`src/rtl/lhs_pkg.sv`:
```
package lhs_pkg;

  // Field widths
  localparam int SAMPLE_W = 24;
  localparam int CFG_W    = 24;
  localparam int RB_W     = 10;
  localparam int CNT_W    = 32;
  localparam int SUM_W    = 64;
  localparam int SQ_W     = 2 * SAMPLE_W;
  localparam int MIN_W    = 30;

  // Stream payload layout
  localparam int IN_TDATA_W  = 40;
  localparam int OUT_FIELD_W = RB_W + 3 * CNT_W - CNT_W + 2 * SAMPLE_W + 2 * SUM_W;
  localparam int OUT_TDATA_W = 256;
  localparam int OUT_PAD_W   = OUT_TDATA_W - OUT_FIELD_W;

  // Smallest-sample tracker starts above any sample
  localparam logic [MIN_W-1:0]    MIN_RESET  = 30'd999999999;
  localparam logic [SAMPLE_W-1:0] SAMPLE_MAX = '1;

  // Configuration registers
  localparam int CFG_IDX_W = 2;
  localparam logic [CFG_IDX_W-1:0] CFG_RANGE_START  = 2'd0;
  localparam logic [CFG_IDX_W-1:0] CFG_RANGE_END    = 2'd1;
  localparam logic [CFG_IDX_W-1:0] CFG_BUCKET_WIDTH = 2'd2;

  localparam logic [CFG_W-1:0] RANGE_START_RST  = 24'd0;
  localparam logic [CFG_W-1:0] RANGE_END_RST    = 24'd10230;
  localparam logic [CFG_W-1:0] BUCKET_WIDTH_RST = 24'd10;

  // Request kinds carried in tuser
  localparam logic FUNC_ADD  = 1'b0;
  localparam logic FUNC_READ = 1'b1;

  // Serial divider
  localparam int DIV_W     = 24;
  localparam int DIV_CNT_W = 5;

  typedef enum logic [2:0] {
    ST_CLEAR,
    ST_IDLE,
    ST_DIV,
    ST_RD_WAIT,
    ST_DONE
  } state_t;

  typedef struct packed {
    logic busy;
    logic done;
  } div_stat_t;

  typedef struct packed {
    logic rd_en;
    logic wr_en;
  } store_ctl_t;

endpackage

```
`src/rtl/lhs_div.sv`:
```
// Restoring divider, one quotient bit per cycle
module lhs_div (
  input  logic                       clk,
  input  logic                       rst_n,
  input  logic                       start,
  input  logic [lhs_pkg::DIV_W-1:0]  dividend,
  input  logic [lhs_pkg::DIV_W-1:0]  divisor,
  output lhs_pkg::div_stat_t         stat,
  output logic [lhs_pkg::DIV_W-1:0]  quotient
);
  import lhs_pkg::*;

  logic [DIV_W:0]     rem_r;
  logic [DIV_W-1:0]   quo_r;
  logic [DIV_W-1:0]   dsr_r;
  logic [DIV_CNT_W-1:0] cnt_r;
  logic               busy_r;
  logic               done_r;

  logic [DIV_W:0]     rem_sh;
  logic               ge;

  // Shift in next dividend bit and trial-subtract
  assign rem_sh = {rem_r[DIV_W-1:0], quo_r[DIV_W-1]};
  assign ge     = rem_sh >= {1'b0, dsr_r};

  // Control
  always_ff @(posedge clk) begin
    if (!rst_n) begin
      busy_r <= 1'b0;
      done_r <= 1'b0;
      cnt_r  <= '0;
    end else begin
      done_r <= 1'b0;
      if (start) begin
        busy_r <= 1'b1;
        cnt_r  <= '0;
      end else if (busy_r) begin
        cnt_r <= cnt_r + 1'b1;
        if (cnt_r == DIV_CNT_W'(DIV_W - 1)) begin
          busy_r <= 1'b0;
          done_r <= 1'b1;
        end
      end
    end
  end

  // Datapath
  always_ff @(posedge clk) begin
    if (start) begin
      rem_r <= '0;
      quo_r <= dividend;
      dsr_r <= divisor;
    end else if (busy_r) begin
      rem_r <= ge ? (rem_sh - {1'b0, dsr_r}) : rem_sh;
      quo_r <= {quo_r[DIV_W-2:0], ge};
    end
  end

  assign stat.busy = busy_r;
  assign stat.done = done_r;
  assign quotient  = quo_r;

endmodule

```
`config.mk`:
```
export PLATFORM = sky130hd
export DESIGN_NAME = lhs_div
export DESIGN_NICKNAME = d
export VERILOG_FILES = /design/src/rtl/lhs_pkg.sv /design/src/rtl/lhs_div.sv
export SDC_FILE = /design/constraint.sdc
export NUM_CORES = 1
export LEC_CHECK = 0
export ABC_CLOCK_PERIOD_IN_PS = 3200
export BUFFER_PORTS_ARGS = -buffer_cell sky130_fd_sc_hd__buf_4
export CORE_MARGIN = 2
export CORE_UTILIZATION = 34
export CTS_CLUSTER_SIZE = 10
export DETAILED_ROUTE_END_ITERATION = 7
export PLACE_DENSITY = 0.5
export SLEW_MARGIN = 20
export SYNTH_ARGS = -nofsm -noshare
export SYNTH_HDL_FRONTEND = slang
export SYNTH_SLANG_ARGS = --single-unit
export TNS_END_PERCENT = 10
```
`constraint.sdc`:
```
create_clock -name clk -period 3.2 [get_ports clk]
set_input_delay 0.48 -clock clk [delete_from_list [all_inputs] [get_ports clk]]
set_output_delay 0.48 -clock clk [all_outputs]
set_load 0.01 [all_outputs]
```
# After elaboration in Yosys (flattened, before gate mapping)

Cells that the tools add are included.

Eq/ne operators: 1
Multipliers: 0
Bitwise logic cells: 2
Muxes and demuxes: 7
Shift operators: 0
Divide/modulo/power cells: 0
Reductions and logical operators: 3
Order comparisons: 1
Add/sub/neg operators: 2

Operators by type and width:

| kind                  | count |
|---|---|
| $mux W24              | 3 |
| $ge A25 B24 Y1        | 1 |
| $sub A24 B24 Y24      | 1 |
| $add A5 B1 Y5 const B | 1 |
| $eq A5 B5 Y1 const B  | 1 |
| $mux W1               | 4 |
| $reduce_or A3 Y1      | 1 |
| $not A1 Y1            | 2 |
| $reduce_bool A2 Y1    | 1 |
| $reduce_or A2 Y1      | 1 |

Logic and storage cells: 22
Bits in latches: 0
Output and inout bits: 26
Memory bits (read-only): 0
Register bits: 79
Input port bits: 51
Memory bits (writable): 0
Memories kept: 0

# Longest topological paths before layout

Gate-level depths: netlist (run 1).

Depth after elaboration: 4
Mapped depth: 12
Mapped depth without buffers: 10

# Worst setup path before layout (run 1)

No wires, ideal clock.

Kind: register -> register
Start: reg quo_r[23] (netlist: quotient[23])
End: reg rem_r[16]
Setup slack: 0.530 ns
Setup time: 0.134 ns
Cell stages (with the launch flop): 12
Data arrival time: 2.536 ns
Required time: 3.066 ns
Path through: edfxtp_1 -> inv_1 -> ha_1 -> and2b_1 -> o2111ai_1 -> a311oi_4 -> nor4_4 -> or4_1 -> buf_6 -> buf_8 -> a41oi_2 -> o22ai_1

Cells in the longest elaborated chain, start to end: 2
Elaborated cells on any way between the ends: 3
Those cells by class: add/sub (1); order compare (1); mux (1)

RTL lines:

| what                                               | line                         | RTL |
|---|---|---|
| start, declared                                    | lhs_div.sv:14                | `logic [DIV_W-1:0] quo_r;` |
| start signal, assigned                             | lhs_div.sv:52                | `quo_r <= dividend;` |
| start signal, assigned                             | lhs_div.sv:56                | `quo_r <= {quo_r[DIV_W-2:0], ge};` |
| $sub A24 B24 Y24 or $ge A25 B24 Y1 (tied branches) | lhs_div.sv:55, lhs_div.sv:25 |  |
| $mux W24 (*)                                       | lhs_div.sv:55                | `rem_r <= ge ? (rem_sh - {1'b0, dsr_r}) : rem_sh;` |
| end signal, assigned                               | lhs_div.sv:55                |  |
| end, declared                                      | lhs_div.sv:13                | `logic [DIV_W:0] rem_r;` |

Every way passes the cells marked *; elsewhere a longest branch is shown, timed or not.
A chain may end at the register's enable or synchronous reset.

# Worst setup path in the final report (run 1)

Start: reg dsr_r[1]
End: reg quo_r[0] (netlist: quotient[0]) (data pin)

Cells in the longest elaborated chain, start to end: 3

RTL lines:

| what                   | line          | RTL |
|---|---|---|
| start, declared        | lhs_div.sv:15 | `logic [DIV_W-1:0] dsr_r;` |
| start signal, assigned | lhs_div.sv:53 | `dsr_r <= divisor;` |
| $ge A25 B24 Y1         | lhs_div.sv:25 | `assign ge = rem_sh >= {1'b0, dsr_r};` |
| $mux W24               | lhs_div.sv:54 | `end else if (busy_r) begin` |
| $mux W24               | lhs_div.sv:50 | `if (start) begin` |

Every way passes these cells. The select of a mux whose other input is x is not followed.

==> run metrics, run 1 <==
status=finished, final reports clean; Net Sw Power=around 0.75 mW; post-synthesis net count=about 540; WL/cell=16.1 µm; final setup fails=0; Comb power frac=0.184; FMAX=346 MHz; Buffers on Ports=between 70 and 80; post-CTS resize count=0; area leader, netlist=edfxtp_1; crit-path leading delay family=simple AND/OR/NAND/NOR gates; RSZ-0062 raised after global routing=no; Cell Int Power=between 2 and 2.5 mW; Area contributors post-synth=edfxtp_1 (31%), dfxtp_1 (13%), ha_1 (6.7%), mux2_2 (6.0%), nand2_1 (2.8%); Yosys top cell area share=0.309; Mapped Area=~4700 µm²; FP Rows=42; H-tree Lvls=3; die height=approximately 120 µm; hpwl dp=~8600 µm; post-route ant nets=0; first-pass GRT wire length=approximately 19000 µm; top_reg_cell synth=edfxtp_1; Syn. warnings=0; Die Wd=about 120 µm; Startpoint Class=flip-flop; Sink Count=between 70 and 80; Worst-Skew Late Latency=between 0.3 and 0.4 ns; synth unique cells=61; largest net degree at the start of global routing=29; share of post-route cells with drive strength above 1=0.270; Area Growth Syn to Fin=24.3%; CTS tree=built; CP Max Fanout=7; Buf+Inv Stages, Crit Path=1; Seq/Total Area, Yosys=0.443; Top Ports=77; Antenna Cells=0; crit-path max cell delay=0.42 ns; ys async rst share=0; hold_buf cts=0; Worst Hold Class=primary input to flip-flop; overall routing resource usage=0.169; Hold Vio Cnt, Final=0; crit path capture type=flip-flop; cell count after synthesis=460; Slew HR=0.595; Vias=3806; clk root buf=clkbuf_16; Fillers=1320; drt pass-1 iters=4; WS Path Type=flip-flop to flip-flop; cts bufs inserted=9; DRT iter0 DRCs=approximately 170; top-count cell post-synth=edfxtp_1; Slew Viols, Final=0; max_cap viols=0; number of synthesized flops with an enable pin=between 40 and 50; FF+latch count, synth=around 80; initial antenna violation count=0; Flop pwr share=0.434; GR Overflow Total=0; clk buf depth=2; Initial Util=0.350; worst slew pin tran=a little over 0.6 ns; via/cell ratio=5.25; pwr dens=479 nW/µm²; WP data arrival=roughly 3.0 ns; Critical Path RT=between 3 and 4 ns; Final Net Count=621; worst clock skew=about 0.011 ns; setup TNS=0 ns; placer congestion estimate=0.886; part of the power in the clock network=0.383; vias in the first global route=3752; Leakage=~2.4 nW; Period minus WS final=about 2.9 ns; die area=14700 µm²; pre-CTS setup slack=0.332 ns; period utilization=0.902; sw frac=0.272; Setup Buffers After CTS=0; Residual DRC=0; Max VDD drop=297 µV; crit-path cells=inv_1 > ha_1 > and2b_1 > o2111ai_1 > a311oi_4 > nor4_4 > or4_1 > nand2_1 > mux2_2; Commonest cells post-synth=edfxtp_1 (48), nand2_1 (35), nor2_1 (34), dfxtp_1 (31), inv_1 (30); setup ws final=0.312 ns; CP max stage cell=edfxtp_1; routed wire length=~12000 µm; Clock transition at path regs=around 0.07 ns; worst hold slack=between 0.2 and 0.3 ns; Avg Cell Area, Syn=about 10 µm²; total core area=13300 µm²
==> power by group through the flow <==
stage	Clock (mW)	Combinational, mW	Sequential [mW]
floorplan	0	0.312	1.23
global placement	0	0.510	1.22
detailed placement	0	0.512	1.22
CTS	1.10	0.514	1.20
global route	1.13	0.567	1.21
finish	1.06	0.510	1.20
==> worst paths after layout <==
kind,from,to,slack (ns),cells past startpoint
min reg2reg,rem_r[4],rem_r[4],0.50,2
min,divisor[1],dsr_r[1],0.29,1
max,dsr_r[1],quotient[0],0.31,9
max reg2reg,dsr_r[1],quotient[0],0.31,9
==> cell type report <==
cell class                 instances  area (µm²)  share of cell area
multi-input combinational        327        2360               0.408
sequential                        79        2060               0.356
timing repair buffer              97         728               0.126
clock buffer                       9         225              0.0389
tap                              176         220              0.0380
inverter                          30         113              0.0195
clock inverter                     7        77.6              0.0134
==> per-stage QoR <==
| stage | power, mW | area, µm² | utilization | std cells |
|---|---|---|---|---|
| after global routing | 2.91 | 5790 | 0.435 | 725 |
| after global placement | 1.73 | 5490 | 0.413 | 709 |
| after floorplan | 1.54 | 4660 | - | 460 |
| after detailed placement | 1.74 | 5490 | 0.413 | 709 |
| after CTS | 2.81 | 5790 | 0.435 | 725 |
| final | 2.77 | 5790 | 0.435 | 725 |
==> per-layer routing <==
metal / share of wire / global-route usage / vias up
met5: 0 / 0 / -
met4: 0.017 / 0.0741 / 0
met3: 0.057 / 0.0479 / 15
met2: 0.45 / 0.257 / 88
met1: 0.48 / 0.223 / 1818
li1: - / - / 1885
==> registers in the layout, indices dropped and copies added, names as in the netlist <==
register  count
cnt_r         5
rem_r        24
done_r        1
dsr_r        24
busy_r        1
quotient     24
==> cells in the final DEF, fill, tap and decap left out, types with 12 or more instances in the layout <==
cell type	netlist	routed
nand2_1	35	35
o21ai_0	22	22
ha_1	25	25
nor2_1	34	34
mux2_2	25	25
inv_1	30	30
dfxtp_1	31	31
edfxtp_1	48	48
buf_4	2	97
nand3_1	17	17
xnor2_1	12	12
a21oi_1	22	22
==> cell families (layout without fill, tap and decap cells) <==
| family | after synthesis | in the layout | synth area share |
|---|---|---|---|
| and+or+nand+nor | 137 | 137 | 0.153 |
| xor gates and xnor gates | 23 | 23 | 0.0432 |
| AOI/OAI and AO/OA | 114 | 114 | 0.175 |
| DFF | 79 | 79 | 0.443 |
| muxes | 27 | 27 | 0.0647 |
| adders and majority gates | 26 | 26 | 0.0714 |
| buffers and inverters | 54 | 143 | 0.0502 |
Power figures use the tool's default switching activity.
==> inputs of run 2 (changes only) <==
==> constraint.sdc (replaced) <==
create_clock -name clk -period 3.2 [get_ports clk]
set_input_delay 0.64 -clock clk [delete_from_list [all_inputs] [get_ports clk]]
set_output_delay 0.64 -clock clk [all_outputs]
set_load 0.01 [all_outputs]
==> run metrics, run 2 (same netlist as run 1, synthesis figures left out) <==
status=finished, final reports clean; Core Util, Final=0.435; placer congestion estimate=approximately 0.9; via/cell ratio=a little over 5; largest net degree at the start of global routing=29; first-pass GRT wire length=between 15000 and 20000 µm; FP Rows=42; Initial Util=0.350; Worst Hold Class=primary input to flip-flop; crit path capture type=flip-flop; Residual DRC=0; WL/cell=16.2 µm; Worst-Skew Late Latency=around 0.36 ns; Slew HR=0.595; RSZ-0062 raised after global routing=no; worst clock skew=0.0174 ns; WS Path Type=flip-flop to flip-flop; final setup fails=0; most frequent cells in the layout=buf_4 (97), edfxtp_1 (48), nand2_1 (35); Die Wd=121 µm; hpwl dp=just under 9000 µm; post-CTS resize count=0; Net Sw Power=roughly 0.76 mW; H-tree Lvls=3; Vias=between 3000 and 4000; Antenna Cells=0; Fillers=1315; Setup Buffers After CTS=0; Cell Int Power=about 2 mW; Period minus WS final=around 2.9 ns; CP Max Fanout=7; Flop pwr share=0.440; clk root buf=clkbuf_16; initial antenna violation count=0; Slew Viols, Final=0; period utilization=0.896; part of the power in the clock network=0.372; worst slew pin tran=0.607 ns; Critical Path RT=about 3.3 ns; GR Overflow Total=0; Clock transition at path regs=0.07 ns; max_cap viols=0; Top Ports=between 70 and 80; Sink Count=a little under 80; crit-path cells=inv_1 > ha_1 > and2b_1 > o2111ai_1 > a311oi_4 > nor4_4 > or4_1 > nand2_1 > mux2_2; Comb power frac=0.187; FMAX=about 350 MHz; vias in the first global route=3790; Startpoint Class=flip-flop; setup TNS=0 ns; total core area=around 13000 µm²; Buffers on Ports=76; die area=14700 µm²; DRT iter0 DRCs=around 140; most common cell after layout, fill and taps aside=buf_4; CP max stage cell=edfxtp_1; Hold Vio Cnt, Final=0; CTS tree=built; cts bufs inserted=9; Max VDD drop=approximately 200 µV; area of the multi-input gates=~2400 µm²; share of post-route cells with drive strength above 1=0.270; clk buf depth=2; post-route ant nets=0; Area Growth Syn to Fin=24.0%; overall routing resource usage=0.171; routed wire length=about 12000 µm; pwr dens=between 400 and 500 nW/µm²; Final Net Count=621; sw frac=0.280; crit-path max cell delay=slightly above 0.4 ns; sequential cell area=~2100 µm²; die height=between 100 and 150 µm; Leakage=2.38 nW; drt pass-1 iters=4; hold_buf cts=0; WP data arrival=between 2 and 3 ns
==> run 2: through the flow <==
stage | hold WS (ns) | power [mW] | setup WS (ns) | cell area, µm² | std cells
after floorplan | 0.467 | 1.54 | 0.530 | 4660 | 460
after global placement | 0.490 | 1.73 | 0.423 | 5490 | 709
after detailed placement | 0.487 | 1.74 | 0.340 | 5490 | 709
after CTS | 0.448 | 2.77 | 0.323 | 5780 | 725
after global routing | 0.443 | 2.88 | 0.0724 | 5780 | 725
final | 0.453 | 2.73 | 0.332 | 5780 | 725
==> run 2: final timing paths <==
check,cells past startpoint,slack (ns),start,end
worst max-delay path,9,0.33,dsr_r[1],quotient[0]
worst min-delay path,1,0.45,divisor[1],dsr_r[1]
worst max register to register,9,0.33,dsr_r[1],quotient[0]
worst min register to register,2,0.50,rem_r[22],rem_r[22]
==> run 2: power by group through the flow <==
stage                     combinational [mW]  clock (mW)  sequential [mW]
after global placement                 0.510           0             1.22
after global routing                   0.573        1.09             1.21
after detailed placement               0.514           0             1.22
final                                  0.512        1.02             1.20
after CTS                              0.515        1.05             1.20
after floorplan                        0.312           0             1.23
==> run 2: layout make-up <==
type | count | share of cell area
tap | 176 | 0.0381
inverter | 30 | 0.0195
clock inverter | 6 | 0.00910
sequential | 79 | 0.357
timing repair buffer | 97 | 0.126
clock buffer | 10 | 0.0414
multi-input combinational | 327 | 0.409
==> run 2: critical path: cells and delay by family, from the launching register on <==
kind,cells,cell delay (ns)
adders and majority gates,1,0.23
DFF,1,0.41
and+or+nand+nor,4,1.00
AOI/OAI and AO/OA,2,0.57
buffers and inverters,1,0.07
muxes,1,0.33
==> run 2: layer usage <==
layer / vias to the layer above / part of all wire / global-route usage
met4: 0 / 0.015 / 0.0756
li1: 1882 / - / -
met5: - / 0 / 0
met1: 1781 / 0.49 / 0.235
met3: 11 / 0.055 / 0.0432
met2: 82 / 0.44 / 0.254
